==> config.mk <==
export PLATFORM = sky130hd
export DESIGN_NAME = altitude_drop_release_sequencer
export DESIGN_NICKNAME = d
export VERILOG_FILES = /design/src/hdl/ads_pkg.sv /design/src/hdl/ads_div.sv /design/src/hdl/ads_datapath.sv /design/src/hdl/ads_ctrl.sv /design/src/hdl/altitude_drop_release_sequencer.sv
export SDC_FILE = /design/constraint.sdc
export NUM_CORES = 1
export LEC_CHECK = 0
export ABC_AREA = 1
export BUFFER_PORTS_ARGS = -buffer_cell sky130_fd_sc_hd__clkbuf_2
export CORE_MARGIN = 4
export CORE_UTILIZATION = 50
export CTS_CLUSTER_SIZE = 8
export DETAILED_ROUTE_END_ITERATION = 12
export PLACE_DENSITY_LB_ADDON = 0.25
export SLEW_MARGIN = 0
export SYNTH_ARGS = -nofsm -noshare
export SYNTH_HDL_FRONTEND = slang
export SYNTH_HIERARCHICAL = 1
export SYNTH_SLANG_ARGS = --single-unit
export TNS_END_PERCENT = 50
==> constraint.sdc <==
create_clock -name clk -period 6.95 [get_ports clk]
set_input_delay 0.695 -clock clk [delete_from_list [all_inputs] [get_ports clk]]
set_output_delay 0.695 -clock clk [all_outputs]
set_load 0.05 [all_outputs]
==> src/hdl/ads_pkg.sv <==
// ----------------------------------------------------------------------------
// ads_pkg
// Shared types and constants for the altitude drop release sequencer:
// configuration bundle, controller/datapath command and status groups,
// stage codes, register indexes and unit conversion factors.
// ----------------------------------------------------------------------------
package ads_pkg;

    // Widths of the fixed item fields
    localparam int TIME_W   = 32;
    localparam int ALT_W    = 24;
    localparam int THR_W    = 16;
    localparam int PULSE_W  = 12;
    localparam int STAGE_W  = 2;
    localparam int CFG_W    = 16;
    localparam int CFGIDX_W = 3;

    // Arm and drop hold targets in microseconds
    localparam int ARM_TGT_W  = 28;
    localparam int DROP_TGT_W = 26;

    // Divider: blink period is below 2^22 us, 1e6 / hz is below 2^20
    localparam int DIVR_W     = 22;
    localparam int CNT_W      = 5;
    localparam int QPER_W     = 20;
    localparam logic [CNT_W-1:0] PER_TOP_BIT = 5'd19;
    localparam logic [CNT_W-1:0] MOD_TOP_BIT = 5'd31;

    // Unit conversions
    localparam logic [TIME_W-1:0]     US_PER_S  = 32'd1000000;
    localparam logic [DROP_TGT_W-1:0] US_PER_MS = 26'd1000;
    localparam logic signed [ALT_W-1:0] CM_PER_M = 24'sd100;

    // Stage codes
    localparam logic [STAGE_W-1:0] STG_WAIT  = 2'd0;
    localparam logic [STAGE_W-1:0] STG_ARMED = 2'd1;
    localparam logic [STAGE_W-1:0] STG_TRIG  = 2'd2;

    // Configuration register indexes
    localparam logic [CFGIDX_W-1:0] REG_DROP_EN  = 3'd0;
    localparam logic [CFGIDX_W-1:0] REG_IND_EN   = 3'd1;
    localparam logic [CFGIDX_W-1:0] REG_THRESH   = 3'd2;
    localparam logic [CFGIDX_W-1:0] REG_DROP_MS  = 3'd3;
    localparam logic [CFGIDX_W-1:0] REG_ARM_S    = 3'd4;
    localparam logic [CFGIDX_W-1:0] REG_BLINK_HZ = 3'd5;

    // Register reset values
    localparam logic [15:0] DROP_MS_RST  = 16'd25;
    localparam logic [7:0]  ARM_S_RST    = 8'd1;
    localparam logic [7:0]  BLINK_HZ_RST = 8'd5;

    // Divider operand select
    localparam logic DIV_PERIOD = 1'b0;
    localparam logic DIV_MOD    = 1'b1;

    typedef struct packed {
        logic        drop_enabled;
        logic        indicator_enabled;
        logic [15:0] threshold_m;
        logic [15:0] drop_hold_ms;
        logic [7:0]  arm_hold_s;
        logic [7:0]  blink_hz;
    } ads_cfg_t;

    typedef struct packed {
        logic capture;     // latch the accepted request
        logic calc;        // register threshold and hold targets
        logic update;      // commit stage and hold timers
        logic div_start;   // launch the shared divider
        logic div_sel;     // DIV_PERIOD or DIV_MOD
        logic lamp_load;   // take blink phase from the remainder
        logic out_load;    // move the result into the output register
    } ads_cmd_t;

    typedef struct packed {
        logic need_lamp;   // blink phase must be computed
        logic div_done;    // divider finished this cycle
        logic out_free;    // output register can take a result
    } ads_sts_t;

endpackage

==> src/hdl/ads_div.sv <==
// ----------------------------------------------------------------------------
// ads_div
// Restoring divider, one dividend bit per cycle, starting at a chosen top
// bit. Gives quotient and remainder and a one-cycle done pulse.
// ----------------------------------------------------------------------------
module ads_div
    import ads_pkg::*;
(
    input  logic              clk,
    input  logic              rst_n,
    input  logic              start,
    input  logic [TIME_W-1:0] dividend,
    input  logic [DIVR_W-1:0] divisor,
    input  logic [CNT_W-1:0]  top_bit,
    output logic [TIME_W-1:0] quotient,
    output logic [DIVR_W-1:0] remainder,
    output logic              done
);

    logic              busy_reg;
    logic              done_reg;
    logic [CNT_W-1:0]  cnt_reg;
    logic [TIME_W-1:0] dvd_reg;
    logic [DIVR_W-1:0] dsr_reg;
    logic [TIME_W-1:0] quo_reg;
    logic [DIVR_W-1:0] rem_reg;

    logic [DIVR_W:0]   trial;
    logic              ge;
    logic [DIVR_W:0]   diff;

    assign trial = {rem_reg, dvd_reg[cnt_reg]};
    assign ge    = (trial >= {1'b0, dsr_reg});
    assign diff  = trial - {1'b0, dsr_reg};

    always_ff @(posedge clk or negedge rst_n)
    begin
        if (!rst_n)
        begin
            busy_reg <= 1'b0;
            done_reg <= 1'b0;
            cnt_reg  <= '0;
        end
        else
        begin
            done_reg <= 1'b0;
            if (start)
            begin
                busy_reg <= 1'b1;
                cnt_reg  <= top_bit;
            end
            else if (busy_reg)
            begin
                cnt_reg <= cnt_reg - 1'b1;
                if (cnt_reg == '0)
                begin
                    busy_reg <= 1'b0;
                    done_reg <= 1'b1;
                end
            end
        end
    end

    always_ff @(posedge clk)
    begin
        if (start)
        begin
            dvd_reg <= dividend;
            dsr_reg <= divisor;
            quo_reg <= '0;
            rem_reg <= '0;
        end
        else if (busy_reg)
        begin
            quo_reg <= {quo_reg[TIME_W-2:0], ge};
            rem_reg <= ge ? diff[DIVR_W-1:0] : trial[DIVR_W-1:0];
        end
    end

    assign quotient  = quo_reg;
    assign remainder = rem_reg;
    assign done      = done_reg;

endmodule

==> src/hdl/ads_datapath.sv <==
// ----------------------------------------------------------------------------
// ads_datapath
// Input capture, threshold and hold target products, stage and hold timer
// state, blink phase through the shared divider, and the output register.
// ----------------------------------------------------------------------------
module ads_datapath
    import ads_pkg::*;
#(
    parameter logic [PULSE_W-1:0] PULSE_LOW  = 12'd1000,
    parameter logic [PULSE_W-1:0] PULSE_HIGH = 12'd2000
)
(
    input  logic              clk,
    input  logic              rst_n,
    input  ads_cfg_t          cfg,
    input  ads_cmd_t          cmd,
    output ads_sts_t          sts,
    input  logic [TIME_W-1:0] in_time_us,
    input  logic              in_baro_ready,
    input  logic              in_baro_calibrated,
    input  logic [ALT_W-1:0]  in_altitude_cm,
    input  logic              out_ready,
    output logic              out_valid,
    output logic              servo_write,
    output logic [PULSE_W-1:0] servo_pulse_us,
    output logic              lamp_driven,
    output logic              lamp_on,
    output logic [STAGE_W-1:0] stage,
    output logic              arm_hold_running,
    output logic              drop_hold_running
);

    // Captured request
    logic [TIME_W-1:0]        now_reg;
    logic                     ready_reg;
    logic signed [ALT_W-1:0]  alt_reg;

    // Products
    logic signed [ALT_W-1:0]  thr_cm_reg;
    logic [ARM_TGT_W-1:0]     arm_tgt_reg;
    logic [DROP_TGT_W-1:0]    drop_tgt_reg;
    logic signed [ALT_W-1:0]  thr_ext;

    // Sequencer state
    logic [STAGE_W-1:0]       stage_reg,      stage_next;
    logic                     arm_on_reg,     arm_on_next;
    logic [TIME_W-1:0]        arm_start_reg,  arm_start_next;
    logic                     drop_on_reg,    drop_on_next;
    logic [TIME_W-1:0]        drop_start_reg, drop_start_next;

    // Pending result
    logic                     res_write_reg;
    logic [PULSE_W-1:0]       res_pulse_reg;
    logic                     res_ldrv_reg;
    logic                     res_lamp_reg;
    logic                     need_lamp_reg;
    logic                     quad_reg;
    logic [DIVR_W-1:0]        period_reg;

    // Output register
    logic                     out_valid_reg;
    logic                     o_write_reg;
    logic [PULSE_W-1:0]       o_pulse_reg;
    logic                     o_ldrv_reg;
    logic                     o_lamp_reg;
    logic [STAGE_W-1:0]       o_stage_reg;
    logic                     o_arm_reg;
    logic                     o_drop_reg;

    // Update logic
    logic                     active;
    logic                     above;
    logic [TIME_W-1:0]        d_arm;
    logic [TIME_W-1:0]        d_drop;
    logic                     arm_reached;
    logic                     drop_reached;

    // Divider
    logic [TIME_W-1:0]        div_dividend;
    logic [DIVR_W-1:0]        div_divisor;
    logic [CNT_W-1:0]         div_top;
    logic [TIME_W-1:0]        div_quo;
    logic [DIVR_W-1:0]        div_rem;
    logic                     div_done;
    logic [DIVR_W-1:0]        hz_div;
    logic [DIVR_W-1:0]        period_next;

    assign thr_ext = {{(ALT_W-THR_W){cfg.threshold_m[THR_W-1]}}, cfg.threshold_m};

    always_ff @(posedge clk)
    begin
        if (cmd.capture)
        begin
            now_reg   <= in_time_us;
            ready_reg <= in_baro_ready & in_baro_calibrated;
            alt_reg   <= in_altitude_cm;
        end
        if (cmd.calc)
        begin
            thr_cm_reg   <= thr_ext * CM_PER_M;
            arm_tgt_reg  <= ARM_TGT_W'(ARM_TGT_W'(cfg.arm_hold_s) * ARM_TGT_W'(US_PER_S));
            drop_tgt_reg <= DROP_TGT_W'(DROP_TGT_W'(cfg.drop_hold_ms) * US_PER_MS);
        end
    end

    // Elapsed time counts only while the wrapped difference is non-negative
    assign active       = cfg.drop_enabled & ready_reg;
    assign above        = alt_reg > thr_cm_reg;
    assign d_arm        = now_reg - arm_start_reg;
    assign d_drop       = now_reg - drop_start_reg;
    assign arm_reached  = !d_arm[TIME_W-1]  && (d_arm  >= TIME_W'(arm_tgt_reg));
    assign drop_reached = !d_drop[TIME_W-1] && (d_drop >= TIME_W'(drop_tgt_reg));

    always_comb
    begin
        stage_next      = stage_reg;
        arm_on_next     = arm_on_reg;
        arm_start_next  = arm_start_reg;
        drop_on_next    = drop_on_reg;
        drop_start_next = drop_start_reg;
        if (active)
        begin
            unique case (stage_reg)
                STG_WAIT:
                begin
                    drop_on_next = 1'b0;
                    if (above)
                    begin
                        if (!arm_on_reg)
                        begin
                            arm_on_next    = 1'b1;
                            arm_start_next = now_reg;
                        end
                        else if (arm_reached)
                        begin
                            stage_next  = STG_ARMED;
                            arm_on_next = 1'b0;
                        end
                    end
                    else
                    begin
                        arm_on_next = 1'b0;
                    end
                end
                STG_ARMED:
                begin
                    arm_on_next = 1'b0;
                    if (above)
                    begin
                        drop_on_next = 1'b0;
                    end
                    else if (!drop_on_reg)
                    begin
                        drop_on_next    = 1'b1;
                        drop_start_next = now_reg;
                    end
                    else if (drop_reached)
                    begin
                        stage_next   = STG_TRIG;
                        drop_on_next = 1'b0;
                    end
                end
                default:
                begin
                    arm_on_next  = 1'b0;
                    drop_on_next = 1'b0;
                end
            endcase
        end
    end

    always_ff @(posedge clk or negedge rst_n)
    begin
        if (!rst_n)
        begin
            stage_reg      <= STG_WAIT;
            arm_on_reg     <= 1'b0;
            arm_start_reg  <= '0;
            drop_on_reg    <= 1'b0;
            drop_start_reg <= '0;
        end
        else if (cmd.update)
        begin
            stage_reg      <= stage_next;
            arm_on_reg     <= arm_on_next;
            arm_start_reg  <= arm_start_next;
            drop_on_reg    <= drop_on_next;
            drop_start_reg <= drop_start_next;
        end
    end

    // Blink rate zero counts as one hertz; waiting stage blinks four times slower
    assign hz_div      = (cfg.blink_hz == '0) ? DIVR_W'(1) : DIVR_W'(cfg.blink_hz);
    assign period_next = quad_reg ? {div_quo[QPER_W-1:0], 2'b00}
                                  : DIVR_W'(div_quo[QPER_W-1:0]);

    always_comb
    begin
        if (cmd.div_sel == DIV_MOD)
        begin
            div_dividend = now_reg;
            div_divisor  = period_next;
            div_top      = MOD_TOP_BIT;
        end
        else
        begin
            div_dividend = US_PER_S;
            div_divisor  = hz_div;
            div_top      = PER_TOP_BIT;
        end
    end

    ads_div u_div (
        .clk       (clk),
        .rst_n     (rst_n),
        .start     (cmd.div_start),
        .dividend  (div_dividend),
        .divisor   (div_divisor),
        .top_bit   (div_top),
        .quotient  (div_quo),
        .remainder (div_rem),
        .done      (div_done)
    );

    always_ff @(posedge clk)
    begin
        if (cmd.update)
        begin
            res_write_reg <= cfg.drop_enabled;
            res_pulse_reg <= (active && stage_next == STG_TRIG) ? PULSE_HIGH : PULSE_LOW;
            res_ldrv_reg  <= cfg.indicator_enabled;
            res_lamp_reg  <= cfg.drop_enabled & cfg.indicator_enabled
                             & (stage_next == STG_TRIG);
            need_lamp_reg <= cfg.drop_enabled & cfg.indicator_enabled
                             & (stage_next != STG_TRIG);
            quad_reg      <= (stage_next == STG_WAIT);
        end
        if (cmd.div_start && cmd.div_sel == DIV_MOD)
        begin
            period_reg <= period_next;
        end
        if (cmd.lamp_load)
        begin
            res_lamp_reg <= (div_rem < (period_reg >> 1));
        end
    end

    always_ff @(posedge clk or negedge rst_n)
    begin
        if (!rst_n)
        begin
            out_valid_reg <= 1'b0;
        end
        else if (cmd.out_load)
        begin
            out_valid_reg <= 1'b1;
        end
        else if (out_ready)
        begin
            out_valid_reg <= 1'b0;
        end
    end

    always_ff @(posedge clk)
    begin
        if (cmd.out_load)
        begin
            o_write_reg <= res_write_reg;
            o_pulse_reg <= res_pulse_reg;
            o_ldrv_reg  <= res_ldrv_reg;
            o_lamp_reg  <= res_lamp_reg;
            o_stage_reg <= stage_reg;
            o_arm_reg   <= arm_on_reg;
            o_drop_reg  <= drop_on_reg;
        end
    end

    assign sts.need_lamp = need_lamp_reg;
    assign sts.div_done  = div_done;
    assign sts.out_free  = !out_valid_reg || out_ready;

    assign out_valid         = out_valid_reg;
    assign servo_write       = o_write_reg;
    assign servo_pulse_us    = o_pulse_reg;
    assign lamp_driven       = o_ldrv_reg;
    assign lamp_on           = o_lamp_reg;
    assign stage             = o_stage_reg;
    assign arm_hold_running  = o_arm_reg;
    assign drop_hold_running = o_drop_reg;

endmodule

==> src/hdl/ads_ctrl.sv <==
// ----------------------------------------------------------------------------
// ads_ctrl
// Sequencing state machine: accept a request, run the update steps, drive
// the divider when a blink phase is needed, hand the result to the output.
// ----------------------------------------------------------------------------
module ads_ctrl
    import ads_pkg::*;
(
    input  logic     clk,
    input  logic     rst_n,
    input  logic     in_valid,
    output logic     in_ready,
    input  ads_sts_t sts,
    output ads_cmd_t cmd
);

    typedef enum logic [2:0] {
        ST_IDLE,
        ST_CALC,
        ST_UPDATE,
        ST_DECIDE,
        ST_PER_WAIT,
        ST_MOD_WAIT,
        ST_FINISH
    } state_t;

    state_t state_reg, state_next;
    logic   ready_reg, ready_next;

    always_comb
    begin
        state_next = state_reg;
        ready_next = ready_reg;
        cmd        = '0;
        unique case (state_reg)
            ST_IDLE:
            begin
                if (in_valid && ready_reg)
                begin
                    cmd.capture = 1'b1;
                    ready_next  = 1'b0;
                    state_next  = ST_CALC;
                end
            end
            ST_CALC:
            begin
                cmd.calc   = 1'b1;
                state_next = ST_UPDATE;
            end
            ST_UPDATE:
            begin
                cmd.update = 1'b1;
                state_next = ST_DECIDE;
            end
            ST_DECIDE:
            begin
                if (sts.need_lamp)
                begin
                    cmd.div_start = 1'b1;
                    cmd.div_sel   = DIV_PERIOD;
                    state_next    = ST_PER_WAIT;
                end
                else
                begin
                    state_next = ST_FINISH;
                end
            end
            ST_PER_WAIT:
            begin
                cmd.div_sel = DIV_MOD;
                if (sts.div_done)
                begin
                    cmd.div_start = 1'b1;
                    state_next    = ST_MOD_WAIT;
                end
            end
            ST_MOD_WAIT:
            begin
                if (sts.div_done)
                begin
                    cmd.lamp_load = 1'b1;
                    state_next    = ST_FINISH;
                end
            end
            ST_FINISH:
            begin
                if (sts.out_free)
                begin
                    cmd.out_load = 1'b1;
                    ready_next   = 1'b1;
                    state_next   = ST_IDLE;
                end
            end
            default:
            begin
                state_next = ST_IDLE;
                ready_next = 1'b1;
            end
        endcase
    end

    always_ff @(posedge clk or negedge rst_n)
    begin
        if (!rst_n)
        begin
            state_reg <= ST_IDLE;
            ready_reg <= 1'b1;
        end
        else
        begin
            state_reg <= state_next;
            ready_reg <= ready_next;
        end
    end

    assign in_ready = ready_reg;

endmodule

==> src/hdl/altitude_drop_release_sequencer.sv <==
// ----------------------------------------------------------------------------
// altitude_drop_release_sequencer
// Arms above an altitude threshold, triggers a latched release after a hold
// below it, and drives the servo pulse and indicator lamp for each tick.
// ----------------------------------------------------------------------------
// Usage:
//   Each update tick arrives as one request on the s_axis channel (timestamp,
//   barometer flags, altitude in cm) and yields exactly one result on the
//   m_axis channel (servo write and pulse, lamp, stage, hold timer flags).
//   The user must write registers on the cfg port only while no request is in
//   flight; the block itself does not enforce this. When no blink phase is
//   needed (disabled, lamp not configured, or triggered), an accepted request
//   passes through the calc, update, decide and finish states and its result
//   is then loaded into the output register. Otherwise the shared serial
//   divider runs twice, 1e6 / blink_hz then time_us mod period, before the
//   finish state. The divider sets the rate; one request is in flight at a
//   time. The result sits in an output register, so s_axis_tready returns as
//   soon as the result is loaded even if m_axis stalls; a further finished
//   result waits until the register drains.
//   Reset: stage waiting above threshold, hold timers off, registers at
//   their defaults (disabled, lamp off, threshold 0 m, 25 ms, 1 s, 5 Hz).
// ----------------------------------------------------------------------------
module altitude_drop_release_sequencer
    import ads_pkg::*;
#(
    parameter logic [11:0] PULSE_LOW  = 12'd1000,
    parameter logic [11:0] PULSE_HIGH = 12'd2000
)
(
    input  logic                clk,
    input  logic                rst_n,
    // cfg write port
    input  logic                cfg_we,
    input  logic [CFGIDX_W-1:0] cfg_index,
    input  logic [CFG_W-1:0]    cfg_data,
    // request channel
    input  logic                s_axis_tvalid,
    output logic                s_axis_tready,
    // [31:0] time_us, [32] baro_ready, [33] baro_calibrated,
    // [57:34] altitude_cm, [63:58] zero
    input  logic [63:0]         s_axis_tdata,
    // result channel
    output logic                m_axis_tvalid,
    input  logic                m_axis_tready,
    // [0] servo_write, [12:1] servo_pulse_us, [13] lamp_driven, [14] lamp_on,
    // [16:15] stage, [17] arm_hold_running, [18] drop_hold_running, [23:19] zero
    output logic [23:0]         m_axis_tdata
);

    ads_cfg_t cfg_reg;
    ads_cmd_t cmd;
    ads_sts_t sts;

    logic               servo_write;
    logic [PULSE_W-1:0] servo_pulse_us;
    logic               lamp_driven;
    logic               lamp_on;
    logic [STAGE_W-1:0] stage;
    logic               arm_hold_running;
    logic               drop_hold_running;

    // Register file: writes to unused indexes drop silently
    always_ff @(posedge clk or negedge rst_n)
    begin
        if (!rst_n)
        begin
            cfg_reg.drop_enabled      <= 1'b0;
            cfg_reg.indicator_enabled <= 1'b0;
            cfg_reg.threshold_m       <= '0;
            cfg_reg.drop_hold_ms      <= DROP_MS_RST;
            cfg_reg.arm_hold_s        <= ARM_S_RST;
            cfg_reg.blink_hz          <= BLINK_HZ_RST;
        end
        else if (cfg_we)
        begin
            unique case (cfg_index)
                REG_DROP_EN:  cfg_reg.drop_enabled      <= cfg_data[0];
                REG_IND_EN:   cfg_reg.indicator_enabled <= cfg_data[0];
                REG_THRESH:   cfg_reg.threshold_m       <= cfg_data;
                REG_DROP_MS:  cfg_reg.drop_hold_ms      <= cfg_data;
                REG_ARM_S:    cfg_reg.arm_hold_s        <= cfg_data[7:0];
                REG_BLINK_HZ: cfg_reg.blink_hz          <= cfg_data[7:0];
                default:      ;
            endcase
        end
    end

    // Controller owns the sequence, datapath owns the request, state and result values
    ads_ctrl u_ctrl (
        .clk      (clk),
        .rst_n    (rst_n),
        .in_valid (s_axis_tvalid),
        .in_ready (s_axis_tready),
        .sts      (sts),
        .cmd      (cmd)
    );

    ads_datapath #(
        .PULSE_LOW  (PULSE_LOW),
        .PULSE_HIGH (PULSE_HIGH)
    ) u_dp (
        .clk                (clk),
        .rst_n              (rst_n),
        .cfg                (cfg_reg),
        .cmd                (cmd),
        .sts                (sts),
        .in_time_us         (s_axis_tdata[31:0]),
        .in_baro_ready      (s_axis_tdata[32]),
        .in_baro_calibrated (s_axis_tdata[33]),
        .in_altitude_cm     (s_axis_tdata[57:34]),
        .out_ready          (m_axis_tready),
        .out_valid          (m_axis_tvalid),
        .servo_write        (servo_write),
        .servo_pulse_us     (servo_pulse_us),
        .lamp_driven        (lamp_driven),
        .lamp_on            (lamp_on),
        .stage              (stage),
        .arm_hold_running   (arm_hold_running),
        .drop_hold_running  (drop_hold_running)
    );

    // Pack the result fields from the lowest bit up
    assign m_axis_tdata = {5'b0, drop_hold_running, arm_hold_running, stage,
                           lamp_on, lamp_driven, servo_pulse_us, servo_write};

    // Stage code three never reaches the result
    a_stage_legal: assert property (@(posedge clk) disable iff (!rst_n)
        m_axis_tvalid |-> (stage != 2'd3))
        else $error("illegal stage code in result");

    // The two hold timers belong to different stages and never run together
    a_timers_exclusive: assert property (@(posedge clk) disable iff (!rst_n)
        m_axis_tvalid |-> !(arm_hold_running && drop_hold_running))
        else $error("arm and drop hold timers both running");

    // No servo write means the pulse rests at the low value
    a_idle_pulse: assert property (@(posedge clk) disable iff (!rst_n)
        (m_axis_tvalid && !servo_write) |-> (servo_pulse_us == PULSE_LOW))
        else $error("servo pulse not low while servo is not written");

    // A lit lamp is always a driven lamp
    a_lamp_driven: assert property (@(posedge clk) disable iff (!rst_n)
        (m_axis_tvalid && lamp_on) |-> lamp_driven)
        else $error("lamp on without being driven");

endmodule

* Word level (Yosys, flattened, before mapping) *
Index checks and enable logic that the tools add are counted.
Widths: inputs -> output; s select.

cells by class
  add/subtract/negate cells = 4
  multipliers = 3
  magnitude comparators = 6
  eq/ne operators = 18
  muxes and demuxes = 55
  bitwise operators = 9
  reductions and logical operators = 30

operator list
  kind                   count
  $mux 22                3
  $sub 32x32->32         2
  $ge 32x26->1           1
  $ge 32x28->1           1
  $mux 1                 29
  $gt 24x24->1           1
  $ge 23x22->1           1
  $mul 16x7->23 const B  1
  $lt 22x21->1           1
  $mul 16x6->22 const B  1
  $mul 8x14->22 const B  1
  $sub 22x22->22         1
  $pmux 3 s7             1
  $mux 2                 9
  $eq 3x3->1 const B     5
  $reduce_and 2->1       7
  $eq 3x2->1 const B     4
  $mux 3                 4
  $mux 11                1
  $mux 5                 2
  $reduce_and 5->1       2
  $logic_not 8->1        1
  $mux 8                 1
  $pmux 2 s2             2
  22 further kinds       43

storage, ports and cells
  register bits after elaboration = 408
  input bits = 88

* Logic depth before layout (Yosys ltp) *
Gate-level depths: netlist of the first run.

  word-level depth = 12
  depth in mapped cells = 27

* Cells and area by module *
Netlist of the first run, hierarchy kept.

modules (own cells, without submodules)
  module                           times used  cells an instance  area an instance (um^2)  seq. area each (um^2)
  ads_datapath                     1           2353               20289.5                  6561.3
  ads_div                          1           718                5848.1                   2877.8
  altitude_drop_release_sequencer  1           240                2107.0                   1258.7
  ads_ctrl                         1           46                 306.5                    101.3

* Worst setup path before layout of the first run *
No wires, ideal clock.

  path kind = reg2reg
  start point = reg u_ctrl.state_reg[0]
  end point = reg u_dp.period_reg[10], enable pin
  data arrival time = 5.462 ns
  required time = 6.574 ns
  path slack = 1.112 ns
  stages on the path, launching flop included = 6
  path buffers = 1
  clock period less this slack = 5.838 ns
  cells stage by stage = dfrtp_1 -> buf_2 -> nand2_1 -> o31ai_1 -> nand2_1 -> inv_1

RTL lines
  element                 line                 source
  from (decl)             ads_ctrl.sv:27       state_t state_reg, state_next;
  from (signal assigned)  ads_ctrl.sv:111      state_reg <= state_next;
  to (signal assigned)    ads_datapath.sv:240  period_reg <= period_next;
  to (decl)               ads_datapath.sv:58   logic [DIVR_W-1:0] period_reg;

* Final worst setup path of the first run *
  start point = reg cfg_reg[19] in the netlist's numbering
  end point = reg u_dp.drop_tgt_reg[21] (data pin)

on the way
  cells in the longest elaborated chain, start to end = 1

ends and longest elaborated chain
  element               line                                   source
  from (decl)           altitude_drop_release_sequencer.sv:50  ads_cfg_t cfg_reg;
  $mul 16x7->23         ads_datapath.sv:102                    drop_tgt_reg <= DROP_TGT_W'(DROP_TGT_W'(cfg.drop_hold_ms) * US_PER_MS);
  to (signal assigned)  ads_datapath.sv:102
  to (decl)             ads_datapath.sv:41                     logic [DROP_TGT_W-1:0] drop_tgt_reg;

No other way between the ends.
A chain may end at the register's enable or synchronous reset.

==> results.cfg, run 1 <==
[run_status]
status = completed

[layout]
drive_gt1_share_pct = 8.437
largest_reg_flops = 50
multi_input_area_sq_um = 15060
stdcell_count = 4213
final_util_pct = 55.81
register_area_sq_um = 10560
layout.nets = 3925
synthToLayoutAreaGrowth_pct = 9.711
nFillCells = 5116

[yosys]
synth_area_sq_um = 28190
netlist_instances = 3321
ys.warnings.count = 6
avgSynthCellArea_sq_um = 8.489

[detailed_routing]
viasPerCell = 5.133
firstDrtPassIters = 5
routed_wl_um = 64970
via_count = 21630
drc_errors = 0
ant_nets = 0
post_drt_wl_per_cell_um = 15.42
drt_first_iter_violations = 1161

[run]
cap_violations = 0

[timing]
fin_tns_setup_ns = 0
min_period_ns = 4.633
slew_violations = 0
fin_crit_sh_pct = 66.67
setup_violations = 0
hold_violations = 0
rsz0062_at_grt = no
relSlewSlack_pct = 29.79
max_freq_mhz = 215.8
skew_ns = 0.01775
tightest_slew_ns = 1.053

[clocking]
ctsHoldBuffers = 0
htreeDepth = 2
insertion_delay_ns = 0.61
post_cts_buffers = 0
cts_buffers = 55
clk_path_buf_depth = 3
clock_sinks = 387
cts_tree = built
cts_resized = 0
root_buffer = clkbuf_16
clkTransAtPathRegs_ns = 0.05

[worst_setup_path]
cpPeakStageDelay_ns = 0.65
worstSetupPathType = flop to flop
worst_setup_path_end_kind = flop
critPathLaunchType = flop
cp_max_fo = 7
cpMostUsedCell = fa_1
worstRegToRegCells = 14
cp_data_arrival_time_ns = 4.97
path_cells = fa_1 > fa_1 > fa_1 > fa_1 > ha_1 > a21oi_1 > nand2_1 > nand2_1 > o211ai_1 > a31oi_1 > o21ai_0 > a21oi_1 > o211ai_1 > xor2_1
crit_required_ns = 7.29
worst_path_max_delay_cell = dfstp_2

[die]
fp.coreArea_sq_um = 55420
die_height_um = 245.5
fp-row-count = 86
ioPinCount = 114
die_width_um = 245.5
dieArea_sq_um = 60250
start_util_pct = 50.87

[placed_design]
portBuffers = 94
hpwl_um = 50290
place_inst = 4109
gp_congestion = 0.9269

[grt]
grt_max_degree = 72
grt_overflow_total = 0
grt_util_all_layers_pct = 21.79
grt_pass1_vias = 21130
grt_pass1_wl_um = 106500
antenna_found_initial = 5

[power_and_ir_drop]
peakVddDrop_v = 0.0005363
p_per_area_nw_per_um2 = 316.4
p_leak_nw = 15.70

[hold_path]
hp-class = primary input to async pin
worst max-delay path, delay by kind of cell (launching register included):
| family | cells | cell delay (ns) |
|---|---|---|
| adders and majority gates | 5 | 2.37 |
| AOI/OAI and AO/OA | 6 | 1.04 |
| DFF | 1 | 0.65 |
| and+or+nand+nor | 2 | 0.15 |
| xor gates and xnor gates | 1 | 0.16 |
metrics by stage:
step                total power, mW  instance area [sq um]  hold slack [ns]  setup WS [ns]
floorplan                     6.371                  28240           0.3994          1.112
global placement              7.288                  29270           0.4012          2.340
detailed placement            7.351                  29270           0.4056          2.306
CTS                           9.949                  30920          0.07756          2.291
global route                  10.71                  30930           0.1150          1.975
finish                        9.787                  30930          0.06128          2.317
metal layers:
metal	up-vias	part of all wire (%)	global-route usage, %
li1	10970	-	-
met2	390	48	36.82
met5	-	0.014	0
met1	10170	45	29.62
met4	2	2.4	5.907
met3	93	4.7	2.999
placed cells by master, fill, tap and decap left out, types with 9 or more instances in the layout:
master and instances:
nand4_1 38, clkbuf_2 93, conb_1 16, fa_1 88, o21ai_2 30, nand2_2 28, nand3_1 132, o22ai_1 23
o21bai_1 9, nor3_1 25, xor2_1 85, nor2_1 209, clkbuf_16 56, dfrtp_1 123, a21oi_1 214, clkbuf_1 39
inv_2 17, o211ai_1 11, ha_1 331, inv_1 561, nor2_2 13, dfxtp_1 42, edfxtp_1 215, xnor2_1 31
nand2_1 817, o21ai_1 10, o21ai_0 86
path summary, 6_finish.rpt:
path                                     endpoint  slack (ns)             startpoint
max in group asynchronous             cfg_reg[27]        5.47                  rst_n
hold reg to reg            u_dp/servo_pulse_us[5]        0.42  u_dp/res_pulse_reg[5]
setup reg to reg            u_dp/drop_tgt_reg[21]        2.32            cfg_reg[19]
setup / recovery            u_dp/drop_tgt_reg[21]        2.32            cfg_reg[19]
min in group clk                 u_dp/now_reg[28]        0.26       s_axis_tdata[28]
hold / removal              u_dp/u_div/cnt_reg[3]        0.06                  rst_n
where the power goes:
part	internal [mW]	total [mW]	leakage [nW]	switching, mW
logic	1.77	4.34	11.1	2.57
registers	2.79	2.91	3.84	0.121
clock network	1.52	2.54	0.780	1.02
area by class of cell:
type	instances	share of cell area, %
Antenna cell	4	0.03236
Clock buffer	96	5.049
Clock inverter	4	0.2751
Inverter	582	7.063
Multi-Input combinational cell	2290	48.68
Sequential cell	387	34.14
Tap cell	748	3.026
Timing Repair Buffer	102	1.735
(Power assumes the default switching activity.)
==> inputs of run 2 (changes only) <==
- ABC_AREA: 1 -> 0
- clock period: 6.95 -> 4.3 ns (I/O delays scaled with it)
==> run 2 against run 1 <==
The flow now finishes with violations (negative setup slack). Critical path depth grew 6. Critical endpoint is now u_dp/quad_reg. Register-to-register slack lost 2.9 ns. Die area shrank 3.3%. Core utilization grew 5.6 points. Cell area grew 7.0%. Hold slack lost 0.018 ns. Global-route usage grew 0.60 points. Via count shrank 9.2%. Flip-flop and latch count is the same. Critical path type unchanged. Non-clock buffer count grew 306. Clock skew grew 0.0043 ns. Synthesized area shrank 3.4%.
==> results.cfg, run 2 <==
[run_status]
status = finished with violations
violations = negative setup slack

[detailed_routing]
drt_first_iter_violations = 1102
firstDrtPassIters = 5
viasPerCell = 5.452
routed_wl_um = 64360
post_drt_wl_per_cell_um = 17.86
drc_errors = 0
via_count = 19640
ant_nets = 0

[layout]
final_cell_mix = inv_1 (319), ha_1 (310), buf_4 (244)
synthToLayoutAreaGrowth_pct = 21.56
fin_area_sq_um = 33100
layout.nets = 3370
final_common_cell = inv_1
largest_reg_flops = 50
drive_gt1_share_pct = 24.40

[grt]
grt_pass1_vias = 20290
grt_pass1_wl_um = 105100
grt_util_all_layers_pct = 22.38
grt_max_degree = 112
antenna_found_initial = 0
grt_overflow_total = 0

[timing]
relSlewSlack_pct = 29.91
tightest_slew_ns = 1.051
hold_violations = 0
fin_tns_setup_ns = -5.078
setup_violations = 19
slew_violations = 0
min_period_ns = 4.867
skew_ns = 0.02202
rsz0062_at_grt = yes
fin_ws_ns = -0.5670
max_freq_mhz = 205.5
fin_crit_sh_pct = 113.2

[clocking]
root_buffer = clkbuf_16
cts_tree = built
clkTransAtPathRegs_ns = 0.05
cts_buffers = 55
clock_sinks = 387
insertion_delay_ns = 0.61
clk_path_buf_depth = 3
htreeDepth = 2

[worst_setup_path]
crit_required_ns = 4.64
cp-startpoint = u_dp/now_reg[8]
cp_data_arrival_time_ns = 5.21
regToRegStartpoint = u_dp/now_reg[8]
worst_setup_path_end_kind = flop
worstSetupPathType = flop to flop
critPathLaunchType = flop
cp_max_fo = 3

[run]
cap_violations = 0

[die]
dieArea_sq_um = 58260
ioPinCount = 114
die_height_um = 241.4
die_width_um = 241.4
start_util_pct = 50.50
fp-row-count = 85
fp.coreArea_sq_um = 53920

[yosys]
ys.warnings.count = 6
avgSynthCellArea_sq_um = 11.06
netlist_instances = 2462
synth_area_sq_um = 27230

[hold_path]
holdCritStartpoint = s_axis_tdata[5]
hp-class = primary input to flop

[placed_design]
hpwl_um = 48120
place_area_sq_um = 29950
portBuffers = 94
gp_congestion = 0.8996
-- run 2: cell types whose count changed in the layout (fill, tap and decap cells not counted), moves of 106 or more --
cell | before | now
a21oi_1 | 214 | 96
buf_4 | 8 | 244
inv_1 | 561 | 319
nand3_1 | 132 | 26
nand2_1 | 817 | 98
-- run 2: per-stage QoR --
stage / instances / utilization (%) / worst slack [ns] / hold slack, ns
3_3_place_gp: 3414 / 55.54 / -0.6798 / 0.4647
3_5_place_dp: 3414 / 55.54 / -0.8188 / 0.4630
2_1_floorplan: 2475 / - / -0.5913 / 0.1344
5_1_grt: 3602 / 61.39 / -0.7749 / 0.01322
4_1_cts: 3589 / 60.58 / -0.6405 / 0.008027
6_report: 3603 / 61.39 / -0.5670 / 0.04356
-- run 2: area by class of cell --
class                      count  area (sq um)
timing repair buffer         408          3069
antenna                        1         2.502
clock buffer                  98          1590
sequential                   387         10560
multi-input combinational   1688         15760
fill                        4286         20820
inverter                     323          1216
clock inverter                 2         27.53
tap                          696         870.8
-- run 2: worst paths after layout --
kind | depth (start not counted) | end | slack [ns]
min reg2reg | 0 | u_dp/res_ldrv_reg | 0.47
max reg2reg | 20 | u_dp/quad_reg | -0.57
min | 1 | u_dp/now_reg[5] | 0.04
min in group asynchronous | 2 | u_dp/drop_start_reg[11] | 0.47
max in group asynchronous | 3 | cfg_reg[19] | 2.90
max | 20 | u_dp/quad_reg | -0.57
-- run 2: worst max-delay path: stages, from the launching register on --
cell       delay, ns
edfxtp_1        0.43
ha_4            0.27
a21o_1          0.16
a221o_1         0.38
or4_1           0.51
a21o_1          0.22
a2111oi_4       0.36
o31ai_2         0.15
a21o_1          0.20
a21oi_2         0.14
xnor2_1         0.09
ha_1            0.30
nand4_1         0.11
or2_4           0.28
nor2_4          0.10
o2111ai_2       0.11
nor3_2          0.12
or3_4           0.15
nor4_4          0.04
nand3b_1        0.20
o31a_1          0.27
-- run 2: metal layers --
layer	part of all wire, %	up-vias	track usage [%]
li1	-	9522	-
met1	44	9684	30.15
met2	50	347	38.35
met3	4.2	90	3.313
met4	2.2	0	5.582
met5	0	-	0
-- run 2: what timing repair did --
action / in CTS / in global routing
setup buffers: 28 / 15
hold buffers: 50 / 0
endpoints found under the setup margin: 21 / 25
gates resized for setup: 95 / 64
endpoints found under the hold margin: 127 / 0
pin swaps: 102 / 71
Power of run 2 is not shown: default switching activity piles up to over one toggle a cycle in this logic, so the estimate is an artifact.
==> inputs of run 3 (changes only) <==
- CTS_CLUSTER_SIZE: 8 -> not set
- SETUP_SLACK_MARGIN: not set -> 0.05
- SKIP_LAST_GASP: not set -> 1
==> run 3 against run 2 <==
The flow still finishes with violations (negative setup slack). Sequential share of layout area is 0.41 points higher. Non-clock buffer count decreased by 29. Clock skew down 0.0043 ns. Register-to-register slack gained 0.10 ns. Wire length down 0.79%. Via count down 0.54%. Core utilization shrank 0.78 points.
==> results.cfg, run 3 (same netlist as run 2, synthesis figures left out) <==
[clocking]
clkTransAtPathRegs_ns = 0.06
htreeDepth = 2
clock_sinks = 387
root_buffer = clkbuf_16
clk_path_buf_depth = 3
insertion_delay_ns = 0.58
cts_buffers = 46
cts_tree = built

[run]
cap_violations = 0

[worst_setup_path]
reg2reg_slack_ns = -0.46
worst_setup_path_end_kind = flop
cp_data_arrival_time_ns = 5.21
critPathLaunchType = flop
worstSetupPathType = flop to flop
crit_family = compound AO/OA/AOI/OAI gates
regToRegStartpoint = u_dp/now_reg[1]
cp_max_fo = 3
worst_path_max_delay_cell = edfxtp_1
crit_required_ns = 4.74
rr_endpoint = u_dp/quad_reg
worstRegToRegCells = 21
path_cells = ha_1 > nor2b_4 > o31a_1 > o21a_1 > a2111o_1 > a21o_1 > a21o_1 > a21oi_2 > o21a_1 > buf_6 > xnor2_2 > ha_1 > a21oi_2 > nor2_2 > a2111oi_4 > buf_4 > o211ai_1 > or3_4 > nor4_4 > nand3b_1 > o31a_1
cp_num_buf_inv = 2
cpPeakStageDelay_ns = 0.42

[placed_design]
hpwl_um = 48120
gp_congestion = 0.8996
portBuffers = 94
preCtsSetupSlack_ns = -0.8188

[timing]
min_period_ns = 4.765
relSlewSlack_pct = 32.44
skew_ns = 0.01771
tightest_slew_ns = 1.013
max_freq_mhz = 209.9
setup_violations = 18
rsz0062_at_grt = yes
slew_violations = 0
hold_ws_ns = 0.03900
fin_ws_ns = -0.4648
hold_violations = 0
fin_crit_sh_pct = 110.8

[layout]
final_cell_mix = inv_1 (320), ha_1 (310), buf_4 (240)
synthToLayoutAreaGrowth_pct = 20.01
largest_reg_flops = 50
final_util_pct = 60.61
layout.nets = 3332
final_common_cell = inv_1
nFillCells = 4333
drive_gt1_share_pct = 24.49

[grt]
grt_overflow_total = 0
grt_util_all_layers_pct = 22.21
grt_pass1_vias = 20040
grt_pass1_wl_um = 104100
grt_max_degree = 112
antenna_found_initial = 1

[die]
die_width_um = 241.4
fp.coreArea_sq_um = 53920
ioPinCount = 114
dieArea_sq_um = 58260
die_height_um = 241.4
start_util_pct = 50.50
fp-row-count = 85

[detailed_routing]
via_count = 19540
drc_errors = 0
ant_nets = 0
routed_wl_um = 63850
firstDrtPassIters = 5
post_drt_wl_per_cell_um = 17.94
drt_first_iter_violations = 1134
viasPerCell = 5.489

[run_status]
violations = negative setup slack
status = finished with violations

[hold_path]
min_delay_path_depth = 1
hp-class = primary input to flop
holdCritStartpoint = s_axis_tdata[41]
min_to = u_dp/alt_reg[7]
## run 3: cell types whose count changed in the layout (fill, tap and decap cells not counted), sizes merged
cell	previous run	this run
bufinv	0	2
clkinvlp	2	4
buf	265	257
clkinv	0	7
clkbuf	191	163
inv	323	325
dlygate4sd3	50	29
## run 3: worst register-to-register path, stage by stage, from the launching register on
cell,delay (ns)
edfxtp_1,0.42
ha_1,0.31
nor2b_4,0.13
o31a_1,0.25
o21a_1,0.22
a2111o_1,0.42
a21o_1,0.17
a21o_1,0.16
a21oi_2,0.16
o21a_1,0.24
buf_6,0.13
xnor2_2,0.10
ha_1,0.28
a21oi_2,0.15
nor2_2,0.07
a2111oi_4,0.26
buf_4,0.16
o211ai_1,0.08
or3_4,0.40
nor4_4,0.22
nand3b_1,0.19
o31a_1,0.13
## run 3: final cells by class
class / instances / area [sq um] / share of cell area (%)
multi-input cells: 1688 / 15710 / 48.07
flip-flops and latches: 387 / 10560 / 32.32
repair buffers: 379 / 2784 / 8.518
diodes: 1 / 2.502 / 0.007657
clock inverters: 15 / 153.9 / 0.4709
inverters: 323 / 1212 / 3.710
clock buffers: 70 / 1385 / 4.238
well taps: 696 / 870.8 / 2.665
## run 3: worst max path at each step
stage	from	endpoint	slack [ns]	cells past startpoint
final	u_dp/now_reg[1]	u_dp/quad_reg	-0.46	21
after global routing	u_dp/now_reg[8]	u_dp/quad_reg	-0.71	20
after CTS	u_dp/now_reg[8]	u_dp/quad_reg	-0.62	20
after detailed placement	u_dp/now_reg[1]	u_dp/quad_reg	-0.82	22
after global placement	cfg_reg[16]	u_dp/drop_tgt_reg[24]	-0.68	16
after floorplan	cfg_reg[18]	u_dp/drop_tgt_reg[24]	-0.59	16
## run 3: timing repair
action                     4_1_cts  5_1_grt
hold buffers                    29        0
hold endpoints to repair       106        0
pin swaps                       82       67
setup buffers                   24       14
gates resized for setup         80       62
setup endpoints to repair       21       27
## run 3: stage by stage
step	TNS, ns	instance area, sq um	instances
after floorplan	-3.177	27300	2475
after global placement	-8.251	29950	3414
after detailed placement	-9.952	29950	3414
after CTS	-5.797	32300	3549
after global routing	-8.863	32680	3558
final	-4.587	32680	3559
## run 3: layer usage
layer	GRT usage (%)	share of wire, %
met2	37.80	49
met4	5.790	2.4
met1	30.10	44
met3	3.165	4.3
met5	0	0
Power of run 3 is left out for the same reason.
